--- config.mk ---
export PLATFORM = sky130hd
export DESIGN_NAME = rotor_ring_force_stream_top
export DESIGN_NICKNAME = d
export VERILOG_FILES = /design/src/hdl/rr_pkg.sv /design/src/hdl/rr_sine_cell.sv /design/src/hdl/rr_sine_chain.sv /design/src/hdl/rotor_ring_force_stream_top.sv
export VERILOG_INCLUDE_DIRS = /design/src /design/src/hdl
export SDC_FILE = /design/constraint.sdc
export NUM_CORES = 2
export LEC_CHECK = 0
export BUFFER_PORTS_ARGS = -buffer_cell sky130_fd_sc_hd__buf_2
export CAP_MARGIN = 20
export CORE_ASPECT_RATIO = 0.8
export CORE_MARGIN = 2
export CORE_UTILIZATION = 70
export CTS_CLUSTER_DIAMETER = 100
export DETAILED_ROUTE_END_ITERATION = 12
export GPL_TIMING_DRIVEN = 0
export PLACE_DENSITY = 0.95
export SETUP_SLACK_MARGIN = 0.3
export SLEW_MARGIN = 20
export SYNTH_ARGS = -nofsm -noshare
export SYNTH_HDL_FRONTEND = slang
export SYNTH_HIERARCHICAL = 1
export SYNTH_SLANG_ARGS = --single-unit
--- constraint.sdc ---
create_clock -name clk -period 15.15 [get_ports clk]
set_clock_uncertainty 0.05 [all_clocks]
set_input_delay 3.03 -clock clk [delete_from_list [all_inputs] [get_ports clk]]
set_output_delay 3.03 -clock clk [all_outputs]
set_load 0.01 [all_outputs]
--- src/hdl/assert_macros.svh ---
// Assertion macros shared by the rotor ring force RTL.
// No dependencies; included by the modules that carry assertions.
`ifndef ASSERT_MACROS_SVH
`define ASSERT_MACROS_SVH

// Same-cycle implication, disabled while reset is high.
`define ASSERT_IMP(lbl, clk, rst, ante, cons, msg) \
  lbl: assert property (@(posedge clk) disable iff (rst) (ante) |-> (cons)) \
    else $error(msg);

// Next-cycle implication, disabled while reset is high.
`define ASSERT_NXT(lbl, clk, rst, ante, cons, msg) \
  lbl: assert property (@(posedge clk) disable iff (rst) (ante) |=> (cons)) \
    else $error(msg);

// Implication after a fixed number of cycles.
`define ASSERT_DLY(lbl, clk, rst, ante, dly, cons, msg) \
  lbl: assert property (@(posedge clk) disable iff (rst) (ante) |-> ##dly (cons)) \
    else $error(msg);

`endif

--- src/hdl/rr_pkg.sv ---
// Shared types, constants and sine-cell control table for the rotor ring force block.
// No dependencies; used by rr_sine_cell, rr_sine_chain and the top level.
package rr_pkg;

  localparam int SITE_W     = 12;
  localparam int PHASE_W    = 16;
  localparam int LANE_W     = 16;
  localparam int SINE_W     = 17;
  localparam int SINE_CELLS = 4;
  localparam int CELL_IDX_W = 2;
  // fold stage, the cells, sign stage
  localparam int CHAIN_LAT  = SINE_CELLS + 2;

  localparam logic [LANE_W-1:0] SIN_C1 = 16'd25736;
  localparam logic [LANE_W-1:0] SIN_C3 = 16'd10512;
  localparam logic [LANE_W-1:0] SIN_C5 = 16'd1160;

  // operand A source
  localparam logic A_X  = 1'b0;
  localparam logic A_X2 = 1'b1;
  // operand B source
  localparam logic [1:0] B_X     = 2'd0;
  localparam logic [1:0] B_T     = 2'd1;
  localparam logic [1:0] B_CONST = 2'd2;
  // result destination
  localparam logic D_X2 = 1'b0;
  localparam logic D_T  = 1'b1;

  typedef struct packed {
    logic              valid;
    logic              which;
    logic              neg;
    logic [LANE_W-1:0] x;
    logic [LANE_W-1:0] x2;
    logic [LANE_W-1:0] t;
  } sine_lane_t;

  typedef struct packed {
    logic              a_sel;
    logic [1:0]        b_sel;
    logic [LANE_W-1:0] konst;
    logic [LANE_W-1:0] bias;
    logic              sub;
    logic              dest;
  } cell_ctl_t;

  typedef struct packed {
    logic               valid;
    logic               which;
    logic [PHASE_W-1:0] phase;
  } sine_req_t;

  typedef struct packed {
    logic                     valid;
    logic                     which;
    logic signed [SINE_W-1:0] value;
  } sine_rsp_t;

  // Polynomial steps: x2 = x*x, t = C3 - x2*C5, t = C1 - x2*t, y = x*t (all >> 14)
  function automatic cell_ctl_t cell_ctl(input logic [CELL_IDX_W-1:0] idx);
    cell_ctl_t c;
    c = '0;
    unique case (idx)
      2'd0: begin
        c.a_sel = A_X;  c.b_sel = B_X;     c.sub = 1'b0; c.dest = D_X2;
      end
      2'd1: begin
        c.a_sel = A_X2; c.b_sel = B_CONST; c.konst = SIN_C5;
        c.bias = SIN_C3; c.sub = 1'b1; c.dest = D_T;
      end
      2'd2: begin
        c.a_sel = A_X2; c.b_sel = B_T; c.bias = SIN_C1; c.sub = 1'b1; c.dest = D_T;
      end
      default: begin
        c.a_sel = A_X;  c.b_sel = B_T; c.sub = 1'b0; c.dest = D_T;
      end
    endcase
    return c;
  endfunction

endpackage

--- src/hdl/rr_sine_cell.sv ---
// One multiply-shift-subtract cell of the sine polynomial chain.
// Depends on rr_pkg for the lane and control types.
module rr_sine_cell (
  input  logic               clk,
  input  logic               rst,
  input  rr_pkg::cell_ctl_t  ctl,
  input  rr_pkg::sine_lane_t lane_in,
  output rr_pkg::sine_lane_t lane_out
);

  logic [rr_pkg::LANE_W-1:0]   op_a;
  logic [rr_pkg::LANE_W-1:0]   op_b;
  logic [2*rr_pkg::LANE_W-1:0] prod;
  logic [rr_pkg::LANE_W-1:0]   scaled;
  logic [rr_pkg::LANE_W-1:0]   res;
  rr_pkg::sine_lane_t          lane_next;

  always_comb begin
    op_a = (ctl.a_sel == rr_pkg::A_X2) ? lane_in.x2 : lane_in.x;
    unique case (ctl.b_sel)
      rr_pkg::B_X:     op_b = lane_in.x;
      rr_pkg::B_T:     op_b = lane_in.t;
      rr_pkg::B_CONST: op_b = ctl.konst;
      default:         op_b = ctl.konst;
    endcase
    prod   = op_a * op_b;
    // every intermediate stays below 2^16, so the upper product bits are zero
    scaled = prod[29:14];
    res    = ctl.sub ? (ctl.bias - scaled) : scaled;
    lane_next = lane_in;
    if (ctl.dest == rr_pkg::D_T) begin
      lane_next.t = res;
    end else begin
      lane_next.x2 = res;
    end
  end

  always_ff @(posedge clk) begin
    if (rst) begin
      lane_out <= '0;
    end else begin
      lane_out <= lane_next;
    end
  end

endmodule

--- src/hdl/rr_sine_chain.sv ---
// Pipelined fixed-point sine: phase fold, a row of polynomial cells, sign stage.
// Depends on rr_pkg, rr_sine_cell and assert_macros.svh.
`include "assert_macros.svh"

module rr_sine_chain (
  input  logic              clk,
  input  logic              rst,
  input  rr_pkg::sine_req_t req,
  output rr_pkg::sine_rsp_t rsp
);

  localparam int LAT = rr_pkg::CHAIN_LAT;

  rr_pkg::sine_lane_t lanes [rr_pkg::SINE_CELLS+1];
  rr_pkg::sine_lane_t fold_next;
  rr_pkg::sine_lane_t fold_q;
  logic signed [rr_pkg::PHASE_W+1:0] ph_ext;
  logic signed [rr_pkg::PHASE_W+1:0] folded;
  logic signed [rr_pkg::PHASE_W+1:0] mag;

  // fold the phase into -pi/2..pi/2 and split off the sign
  always_comb begin
    ph_ext = (rr_pkg::PHASE_W+2)'($signed(req.phase));
    priority if (ph_ext > 18'sd16384) begin
      folded = 18'sd32768 - ph_ext;
    end else if (ph_ext < -18'sd16384) begin
      folded = -18'sd32768 - ph_ext;
    end else begin
      folded = ph_ext;
    end
    mag = (folded < 0) ? -folded : folded;
    fold_next       = '0;
    fold_next.valid = req.valid;
    fold_next.which = req.which;
    fold_next.neg   = folded < 0;
    fold_next.x     = mag[rr_pkg::LANE_W-1:0];
  end

  always_ff @(posedge clk) begin
    if (rst) begin
      fold_q <= '0;
    end else begin
      fold_q <= fold_next;
    end
  end

  assign lanes[0] = fold_q;

  for (genvar i = 0; i < rr_pkg::SINE_CELLS; i++) begin : g_cell
    rr_sine_cell u_cell (
      .clk      (clk),
      .rst      (rst),
      .ctl      (rr_pkg::cell_ctl(rr_pkg::CELL_IDX_W'(i))),
      .lane_in  (lanes[i]),
      .lane_out (lanes[i+1])
    );
  end

  logic signed [rr_pkg::SINE_W-1:0] mag_out;
  assign mag_out = $signed({1'b0, lanes[rr_pkg::SINE_CELLS].t});

  always_ff @(posedge clk) begin
    rsp.which <= lanes[rr_pkg::SINE_CELLS].which;
    rsp.value <= lanes[rr_pkg::SINE_CELLS].neg ? -mag_out : mag_out;
    if (rst) begin
      rsp.valid <= 1'b0;
    end else begin
      rsp.valid <= lanes[rr_pkg::SINE_CELLS].valid;
    end
  end

  `ASSERT_DLY(a_chain_latency, clk, rst, req.valid, LAT, rsp.valid, "sine result missing")
  `ASSERT_DLY(a_chain_tag, clk, rst, req.valid && req.which, LAT, rsp.which, "sine tag lost in chain")

endmodule

--- src/hdl/rotor_ring_force_stream_top.sv ---
// Each accepted angle sends two sines through the 6-stage sine chain; its force beats are
// then formed and loaded one at a time, and the input stays stalled until all beats of the
// current angle have been loaded; a closing angle yields up to three forces.
// A stalled beat blocks the input only while further beats of the same angle remain.
// Reset (rst, synchronous): clears ring state and site count, coupling returns to 1.0.
// Top level of the rotor ring force stream; depends on rr_pkg, rr_sine_chain, assert_macros.svh.
`include "assert_macros.svh"

module rotor_ring_force_stream_top #(
  parameter int MAX_SITES  = 4096,
  parameter int ANGLE_BITS = 16
) (
  input  logic                            clk,
  input  logic                            rst,
  input  logic                            in_valid,
  output logic                            in_stall,
  input  logic signed [ANGLE_BITS-1:0]    angle,
  input  logic                            last,
  output logic                            out_valid,
  input  logic                            out_stall,
  output logic [rr_pkg::SITE_W-1:0]       site,
  output logic signed [24:0]              force_value,
  output logic                            end_of_run,
  input  logic                            cfg_valid,
  output logic                            cfg_ready,
  input  logic [15:0]                     coupling
);

  localparam int CNT_W = $clog2(MAX_SITES + 1);
  localparam int SUM_W = rr_pkg::SINE_W + 1;
  localparam int PROD_W = SUM_W + 17;

  localparam logic [2:0] S_IDLE    = 3'd0;
  localparam logic [2:0] S_ISSUE_D = 3'd1;
  localparam logic [2:0] S_ISSUE_W = 3'd2;
  localparam logic [2:0] S_WAIT    = 3'd3;
  localparam logic [2:0] S_SUM     = 3'd4;
  localparam logic [2:0] S_MUL     = 3'd5;
  localparam logic [2:0] S_LOAD    = 3'd6;

  localparam logic signed [PROD_W-9:0] FORCE_MAX = (PROD_W-8)'(16777215);
  localparam logic signed [PROD_W-9:0] FORCE_MIN = -(PROD_W-8)'(16777216);

  logic [2:0]                       state;
  logic [15:0]                      coupling_q;
  logic [CNT_W-1:0]                 cnt;
  logic [CNT_W-1:0]                 n_q;
  logic                             last_q;
  logic [ANGLE_BITS-1:0]            first_angle;
  logic [ANGLE_BITS-1:0]            cur_angle;
  logic [rr_pkg::PHASE_W-1:0]       phase_d;
  logic [rr_pkg::PHASE_W-1:0]       phase_w;
  logic signed [rr_pkg::SINE_W-1:0] prev_sine;
  logic signed [rr_pkg::SINE_W-1:0] first_sine;
  logic signed [rr_pkg::SINE_W-1:0] d_q;
  logic signed [rr_pkg::SINE_W-1:0] dw_q;
  logic [2:0]                       pend;
  logic signed [SUM_W-1:0]          slot_sum  [3];
  logic [rr_pkg::SITE_W-1:0]        slot_site [3];
  logic [2:0]                       slot_end;
  logic signed [PROD_W-1:0]         prod;
  logic [rr_pkg::SITE_W-1:0]        res_site;
  logic                             res_end;

  rr_pkg::sine_req_t req;
  rr_pkg::sine_rsp_t rsp;

  rr_sine_chain u_chain (
    .clk (clk),
    .rst (rst),
    .req (req),
    .rsp (rsp)
  );

  assign in_stall  = (state != S_IDLE);
  assign cfg_ready = 1'b1;

  logic accept;
  logic out_free;
  assign accept   = in_valid && !in_stall;
  assign out_free = !out_valid || !out_stall;

  // wrapped differences, scaled so that one full turn spans the 16-bit phase
  logic [ANGLE_BITS-1:0]                 diff_d;
  logic [ANGLE_BITS-1:0]                 diff_w;
  logic [ANGLE_BITS+rr_pkg::PHASE_W-1:0] ext_d;
  logic [ANGLE_BITS+rr_pkg::PHASE_W-1:0] ext_w;
  assign diff_d = $unsigned(angle) - cur_angle;
  assign diff_w = first_angle - $unsigned(angle);
  assign ext_d  = {diff_d, {rr_pkg::PHASE_W{1'b0}}};
  assign ext_w  = {diff_w, {rr_pkg::PHASE_W{1'b0}}};

  always_comb begin
    req.valid = (state == S_ISSUE_D) || (state == S_ISSUE_W);
    req.which = (state == S_ISSUE_W);
    req.phase = (state == S_ISSUE_W) ? phase_w : phase_d;
  end

  // site labels, saturated at MAX_SITES-1
  logic [CNT_W-1:0]                 cnt_cap;
  logic [CNT_W-1:0]                 n_dec;
  logic [CNT_W-1:0]                 n_sat;
  logic [CNT_W+rr_pkg::SITE_W-1:0]  ext_prev;
  logic [CNT_W+rr_pkg::SITE_W-1:0]  ext_cur;
  logic [rr_pkg::SITE_W-1:0]        lab_prev;
  logic [rr_pkg::SITE_W-1:0]        lab_cur;
  assign cnt_cap  = CNT_W'(MAX_SITES);
  assign n_dec    = n_q - CNT_W'(1);
  assign n_sat    = (n_q == cnt_cap) ? n_dec : n_q;
  assign ext_prev = {{rr_pkg::SITE_W{1'b0}}, n_dec};
  assign ext_cur  = {{rr_pkg::SITE_W{1'b0}}, n_sat};
  assign lab_prev = ext_prev[rr_pkg::SITE_W-1:0];
  assign lab_cur  = ext_cur[rr_pkg::SITE_W-1:0];

  logic                             n_zero;
  logic                             n_one;
  logic                             n_two_up;
  logic signed [rr_pkg::SINE_W-1:0] d_eff;
  logic signed [rr_pkg::SINE_W-1:0] fs_eff;
  logic [2:0]                       pend_new;
  assign n_zero   = (n_q == '0);
  assign n_one    = (n_q == CNT_W'(1));
  assign n_two_up = !n_zero && !n_one;
  assign d_eff    = n_zero ? '0 : d_q;
  assign fs_eff   = n_one ? d_q : first_sine;
  assign pend_new = {last_q && !n_zero, last_q, n_two_up};

  // lowest pending result goes first
  logic [1:0] sel;
  always_comb begin
    priority if (pend[0]) begin
      sel = 2'd0;
    end else if (pend[1]) begin
      sel = 2'd1;
    end else begin
      sel = 2'd2;
    end
  end

  logic signed [PROD_W-9:0] q_force;
  logic signed [24:0]       sat_force;
  assign q_force = prod[PROD_W-1:8];
  always_comb begin
    priority if (q_force > FORCE_MAX) begin
      sat_force = 25'(FORCE_MAX);
    end else if (q_force < FORCE_MIN) begin
      sat_force = 25'(FORCE_MIN);
    end else begin
      sat_force = 25'(q_force);
    end
  end

  always_ff @(posedge clk) begin
    if (rst) begin
      state       <= S_IDLE;
      coupling_q  <= 16'd256;
      cnt         <= '0;
      first_angle <= '0;
      cur_angle   <= '0;
      prev_sine   <= '0;
      first_sine  <= '0;
      pend        <= '0;
      out_valid   <= 1'b0;
    end else begin
      if (cfg_valid) begin
        coupling_q <= coupling;
      end
      // in the load step the leaving beat is replaced below
      if (out_valid && !out_stall && state != S_LOAD) begin
        out_valid <= 1'b0;
      end
      if (rsp.valid && !rsp.which) begin
        d_q <= rsp.value;
      end
      unique case (state)
        S_IDLE: begin
          if (accept) begin
            n_q     <= cnt;
            last_q  <= last;
            phase_d <= ext_d[ANGLE_BITS+rr_pkg::PHASE_W-1 -: rr_pkg::PHASE_W];
            phase_w <= ext_w[ANGLE_BITS+rr_pkg::PHASE_W-1 -: rr_pkg::PHASE_W];
            if (last) begin
              first_angle <= '0;
              cur_angle   <= '0;
              cnt         <= '0;
            end else begin
              if (cnt == '0) begin
                first_angle <= $unsigned(angle);
              end
              cur_angle <= $unsigned(angle);
              if (cnt != cnt_cap) begin
                cnt <= cnt + CNT_W'(1);
              end
            end
            state <= S_ISSUE_D;
          end
        end
        S_ISSUE_D: state <= S_ISSUE_W;
        S_ISSUE_W: state <= S_WAIT;
        S_WAIT: begin
          if (rsp.valid && rsp.which) begin
            dw_q  <= rsp.value;
            state <= S_SUM;
          end
        end
        S_SUM: begin
          slot_sum[0]  <= SUM_W'(prev_sine) - SUM_W'(d_eff);
          slot_site[0] <= lab_prev;
          slot_sum[1]  <= n_zero ? '0 : (SUM_W'(d_eff) - SUM_W'(dw_q));
          slot_site[1] <= n_zero ? '0 : lab_cur;
          slot_sum[2]  <= SUM_W'(dw_q) - SUM_W'(fs_eff);
          slot_site[2] <= '0;
          slot_end     <= {1'b1, n_zero, 1'b0};
          pend         <= pend_new;
          if (last_q) begin
            prev_sine  <= '0;
            first_sine <= '0;
          end else begin
            prev_sine <= d_eff;
            if (n_one) begin
              first_sine <= d_q;
            end
          end
          state <= (pend_new != 3'b000) ? S_MUL : S_IDLE;
        end
        S_MUL: begin
          prod      <= $signed({1'b0, coupling_q}) * slot_sum[sel];
          res_site  <= slot_site[sel];
          res_end   <= slot_end[sel];
          pend[sel] <= 1'b0;
          state     <= S_LOAD;
        end
        S_LOAD: begin
          if (out_free) begin
            out_valid   <= 1'b1;
            site        <= res_site;
            force_value <= sat_force;
            end_of_run  <= res_end;
            state       <= (pend != 3'b000) ? S_MUL : S_IDLE;
          end
        end
        default: state <= S_IDLE;
      endcase
    end
  end

  `ASSERT_IMP(a_sine_in_wait, clk, rst, rsp.valid, state == S_WAIT, "sine result outside wait")
  `ASSERT_NXT(a_accept_issue, clk, rst, accept, state == S_ISSUE_D, "accepted angle not issued")
  `ASSERT_IMP(a_mul_pending, clk, rst, state == S_MUL, pend != 3'b000, "nothing pending")
  `ASSERT_IMP(a_end_site0, clk, rst, out_valid && end_of_run, site == '0, "closing beat not site 0")

endmodule

# Word level (Yosys, flattened, before mapping)

Memories as Yosys holds them, arrays and structs flattened. A register that Yosys moved wholly into a read port is not among the register bits.
Index checks and enable logic that the tools add are counted.

Register bits after elaboration: 435
Bits in writable memories: 90
Input bits: 38
Output and inout port bits: 41
Logic and storage cells: 164
Memories kept: 2

Add/subtract/negate cells: 13
Multiply operators: 5
Order comparisons: 7
Eq/ne operators: 13
Multiplexer cells: 37
Bitwise operators: 3
Reductions and logical operators: 35

Memory list:

| name      | depth | bits a word | rd ports | clocked after memory_dff | write ports | RTL line                          | source |
|---|---|---|---|---|---|---|---|
| slot_sum  | 3     | 18          | 1        | 0                        | 3           | rotor_ring_force_stream_top.sv:58 | `logic signed [SUM_W-1:0] slot_sum [3];` |
| slot_site | 3     | 12          | 1        | 1                        | 3           | rotor_ring_force_stream_top.sv:59 | `logic [rr_pkg::SITE_W-1:0] slot_site [3];` |

Operators by type and width:

| kind                   | number |
|---|---|
| $mux 16                | 6 |
| $mul 16x16->30         | 3 |
| $mux 17                | 4 |
| $mux 18                | 3 |
| $sub 17x17->18         | 3 |
| $mul 17x18->35         | 1 |
| $sub 16x16->16         | 2 |
| $gt 27x25->1 const B   | 1 |
| $lt 27x25->1 const B   | 1 |
| $logic_not 13->1       | 2 |
| $mux 13                | 2 |
| $mux 25                | 1 |
| $mul 16x8->24 const B  | 1 |
| $mux 12                | 2 |
| $pmux 3 s7             | 1 |
| $lt 18x1->1 const B    | 1 |
| $reduce_and 3->1       | 6 |
| $sub 17x16->18 const A | 1 |
| $neg 16->17            | 1 |
| $sub 16x16->17 const A | 1 |
| $gt 16x16->1 const B   | 1 |
| $lt 16x15->1 const B   | 1 |
| $neg 16->16            | 1 |
| $sub 15x16->16 const A | 1 |
| other kinds (29)       | 66 |

# Depth between registers and ports, before layout

Word-level depth: 9
Depth in mapped cells: 44

# Cells and area by module

The synthesis kept the hierarchy.

By module, submodules not included:

| module                                   | times used | cells each | area each (µm²) | sequential area each (µm²) |
|---|---|---|---|---|
| rotor_ring_force_stream_top              | 1          | 2698       | 26890.8         | 9158.8 |
| rr_sine_cell at u_chain.g_cell[3].u_cell | 1          | 1316       | 11235.8         | 1021.0 |
| rr_sine_cell at u_chain.g_cell[0].u_cell | 1          | 1331       | 11217.0         | 1021.0 |
| rr_sine_cell at u_chain.g_cell[1].u_cell | 1          | 1315       | 11153.2         | 1021.0 |
| rr_sine_cell at u_chain.g_cell[2].u_cell | 1          | 1304       | 10991.8         | 1021.0 |
| rr_sine_chain                            | 1          | 239        | 2103.3          | 760.7 |

# Worst setup path after synthesis

No wires, ideal clock.

Path type: reg-to-reg
Start: register u_chain/g_cell[1].u_cell/lane_out[4] in the netlist's numbering
End: register u_chain/g_cell[2].u_cell/lane_out[15] in the netlist's numbering
Arrival time: 8.162 ns
Data required time: 15.005 ns
Slack: 6.842 ns
Stages on the path, launching flop included: 36
Buffers on the path: 1
Period minus slack after synthesis: 8.308 ns
Cell sequence: dfxtp_1 > mux2i_1 > nor2_1 > a21oi_1 > clkbuf_1 > nor2_1 > fa_1 > inv_1 > fa_1 > fa_1 > fa_1 > inv_1 > fa_1 > inv_1 > fa_1 > inv_1 > ha_1 > nand4_1 > nor2_1 > nand3_1 > o211ai_1 > xnor2_1 > ha_1 > nor2b_1 > o21ai_0 > nand2b_1 > a2111o_1 > a21oi_1 > a31o_1 > maj3_2 > a211oi_2 > o22a_2 > a211oi_2 > mux2_4 > or4_1 > o311ai_1

Word-level cells in the longest chain between the ends: 2

RTL lines:

| element                | RTL line           | source |
|---|---|---|
| start, declared        | rr_sine_cell.sv:8  | `output rr_pkg::sine_lane_t lane_out` |
| start signal, assigned | rr_sine_cell.sv:42 | `lane_out <= lane_next;` |
| $mul 16x16->30         | rr_sine_cell.sv:26 | `prod = op_a * op_b;` |
| $sub 15x16->16         | rr_sine_cell.sv:29 | `res = ctl.sub ? (ctl.bias - scaled) : scaled;` |
| end signal, assigned   | rr_sine_cell.sv:42 |  |
| end, declared          | rr_sine_cell.sv:8  |  |

No other way between the ends.
A chain may end at the register's enable or synchronous reset.

# Worst setup path after layout

Start: register u_chain/fold_q[34] in the netlist's numbering
End: register u_chain/g_cell[0].u_cell/lane_out[29] in the netlist's numbering

Word-level cells in the longest chain between the ends: 1

RTL lines:

| element                | RTL line            | source |
|---|---|---|
| start, declared        | rr_sine_chain.sv:16 | `rr_pkg::sine_lane_t fold_q;` |
| start signal, assigned | rr_sine_chain.sv:43 | `fold_q <= fold_next;` |
| $mul 16x16->30         | rr_sine_cell.sv:26  |  |
| end signal, assigned   | rr_sine_cell.sv:42  |  |
| end, declared          | rr_sine_cell.sv:8   |  |

No other way between the ends.

==> reports/qor.yml <==
status:
  outcome: "finished, violations left"
  failed_checks: "DRC"
floorplanning:
  initial_core_util_pct: 70.71
  fp.dieH_um: 292.1
  coreArea_mm2: 0.1027
  die_w_um: 364.2
  ioPinCount: 79
  dieArea_mm2: 0.1064
  num_rows: 105
critical_path:
  critPathRequiredTime_ns: 15.59
  arrival_ns: 10.89
  critical_path_class: "reg2reg"
  critPathTopFamily: "adder cells"
  regToRegSetupSlack_ns: 4.71
  ff2ff_path_depth: 33
  worstPathMaxFanout: 10
  r2r-end: "u_chain/g_cell[0].u_cell/lane_out[29]"
  cp_slowest_cell: "o21ai_1"
  worst_setup_path_start_kind: "flop"
  end_kind: "flop"
  r2r-start: "u_chain/fold_q[34]"
  cp_num_buf_inv: 4
  max_stage_delay_ns: 0.73
  worst_path_most_repeated_cell: "fa_1"
detailed_routing:
  drt_iter0_markers: 7824
  antenna_left: 0
  avgViaCountPerCell: 6.180
  vias: 62240
  routed_wl_um: 217500
  post-route-drc-count: 2
  dr.pass1.iters: 13
  wl_per_cell_um: 21.59
global_routing:
  grt_max_degree: 31
  grt_pass1_vias: 65270
  antenna_found_initial: 19
  grt-ovfl-total: 0
  grt_pass1_wl_um: 342700
  track_usage_pct: 41.29
timing:
  setup_tns_ns: 0
  hold_violations: 0
  slew_viol_final: 0
  worstMarginPinSlew_ns: 1.358
  fin_crit_sh_pct: 68.94
  setup_violations: 0
  max_freq_mhz: 95.75
  period_minus_slack_ns: 10.44
  holdWs_ns: 0.2779
  rsz0062_at_grt: "false"
  maxSlewHeadroom_pct: 8.835
clock_tree:
  cts_hold_buf: 0
  clk_latency_ns: 0.67
  clockBufferDepth: 3
  cts-resized-gates: 0
  cts_setup_buffers: 0
  cts_inserted_buffers: 51
  cts-htree-levels: 2
  cts_tree: "done"
  clk_transition_reported_paths_ns: 0.07
  cts_root_buf: "clkbuf_16"
  clock-sinks: 549
power:
  max-vdd-ir-drop_v: 0.0006782
  pwr_density_cell_mw_per_mm2: 218.4
  leakagePower_nw: 36.86
layout:
  fin_area_mm2: 0.07823
  fin_cells: 10070
  area_growth_pct: 7.690
  drive_above_1_share_pct: 4.871
  fin_nets: 10290
  final_util_pct: 76.15
synth:
  synthesis.area_mm2: 0.07265
  syn_area_per_cell_um2: 8.950
  synthCells: 8117
  ys_warn_count: 6
job:
  maxCapViolCount: 0
place:
  dp_hpwl_um: 173100
  place_inst: 9960
  place.port_buffers: 76
  gp_congestion: 1.036
  dpl-instance-area_mm2: 0.07637
min_path:
  whs_path_depth: 0
  min_path_type: "reg2reg"
  min_from: "u_chain/g_cell[3].u_cell/lane_out[49]"
  hold_end: "u_chain/rsp[17]"
[per-layer routing]
metal / up-vias / global-route usage, % / wire length (um)
met2: 4680 / 63.85 / 96020
met4: 23 / 22.62 / 14530
met3: 1273 / 15.10 / 31420
li1: 26500 / - / -
met5: - / 0 / 198
met1: 29770 / 50.31 / 75300
[state kept, by name, summed over array words and instances (netlist names), 17 cells and up]
name                            count
d_q                                17
dw_q                               17
first_sine                         17
force_value                        25
prev_sine                          17
prod                               27
slot_site                          24
slot_sum                           54
u_chain/fold_q                     19
u_chain/g_cell.u_cell/lane_out    172
u_chain/rsp                        19
[placed cells by master, fill, tap and decap left out, drive strengths merged, types with 93 or more instances in the layout]
cell,n
nand2,991
edfxtp,237
nor3,98
dfxtp,312
fa,1068
nor2b,111
and2,184
conb,363
nor2,873
xnor2,186
o21ai,196
buf,134
a21oi,259
ha,562
mux2i,191
inv,1486
mux2,93
clkbuf,309
a211oi,94
[worst max-delay path by stage]
stage,start,endpoint,slack (ns),cells after the start
final,u_chain/fold_q[34],u_chain/g_cell[0].u_cell/lane_out[29],4.71,33
after global routing,u_chain/fold_q[34],u_chain/g_cell[0].u_cell/lane_out[29],4.36,33
after CTS,u_chain/fold_q[34],u_chain/g_cell[0].u_cell/lane_out[29],4.98,33
after detailed placement,u_chain/fold_q[37],u_chain/g_cell[0].u_cell/lane_out[29],5.20,35
after global placement,rst,slot_site[0][6],5.06,5
after floorplan,u_chain/g_cell[1].u_cell/lane_out[4],u_chain/g_cell[2].u_cell/lane_out[15],6.84,35
[per-stage QoR]
step           setup slack, ns  total power (W)
6_report                 4.706          0.01708
3_3_place_gp             5.059          0.01427
4_1_cts                  4.976          0.01650
2_1_floorplan            6.843          0.01171
3_5_place_dp             5.198          0.01491
5_1_grt                  4.358          0.01846
[area by class of cell]
type,count,area (um2)
Multi-Input combinational cell,6163,53980
Fill cell,6477,24500
Sequential cell,549,13360
Inverter,1480,5555
Tap cell,1391,1740
Clock buffer,66,1424
Buffer,285,1151
Timing Repair Buffer,92,581.8
Clock inverter,29,395.4
Antenna cell,16,40.04
[power breakdown]
group | internal, W | switching [W] | total (W) | leakage (nW)
sequential | 0.00179 | 0.000228 | 0.00201 | 4.70
clock | 0.000781 | 0.000631 | 0.00141 | 0.887
combinational | 0.00531 | 0.00835 | 0.0137 | 31.3
total | 0.00788 | 0.00921 | 0.0171 | 36.9
Note: power is estimated with default switching activity, not from simulation.
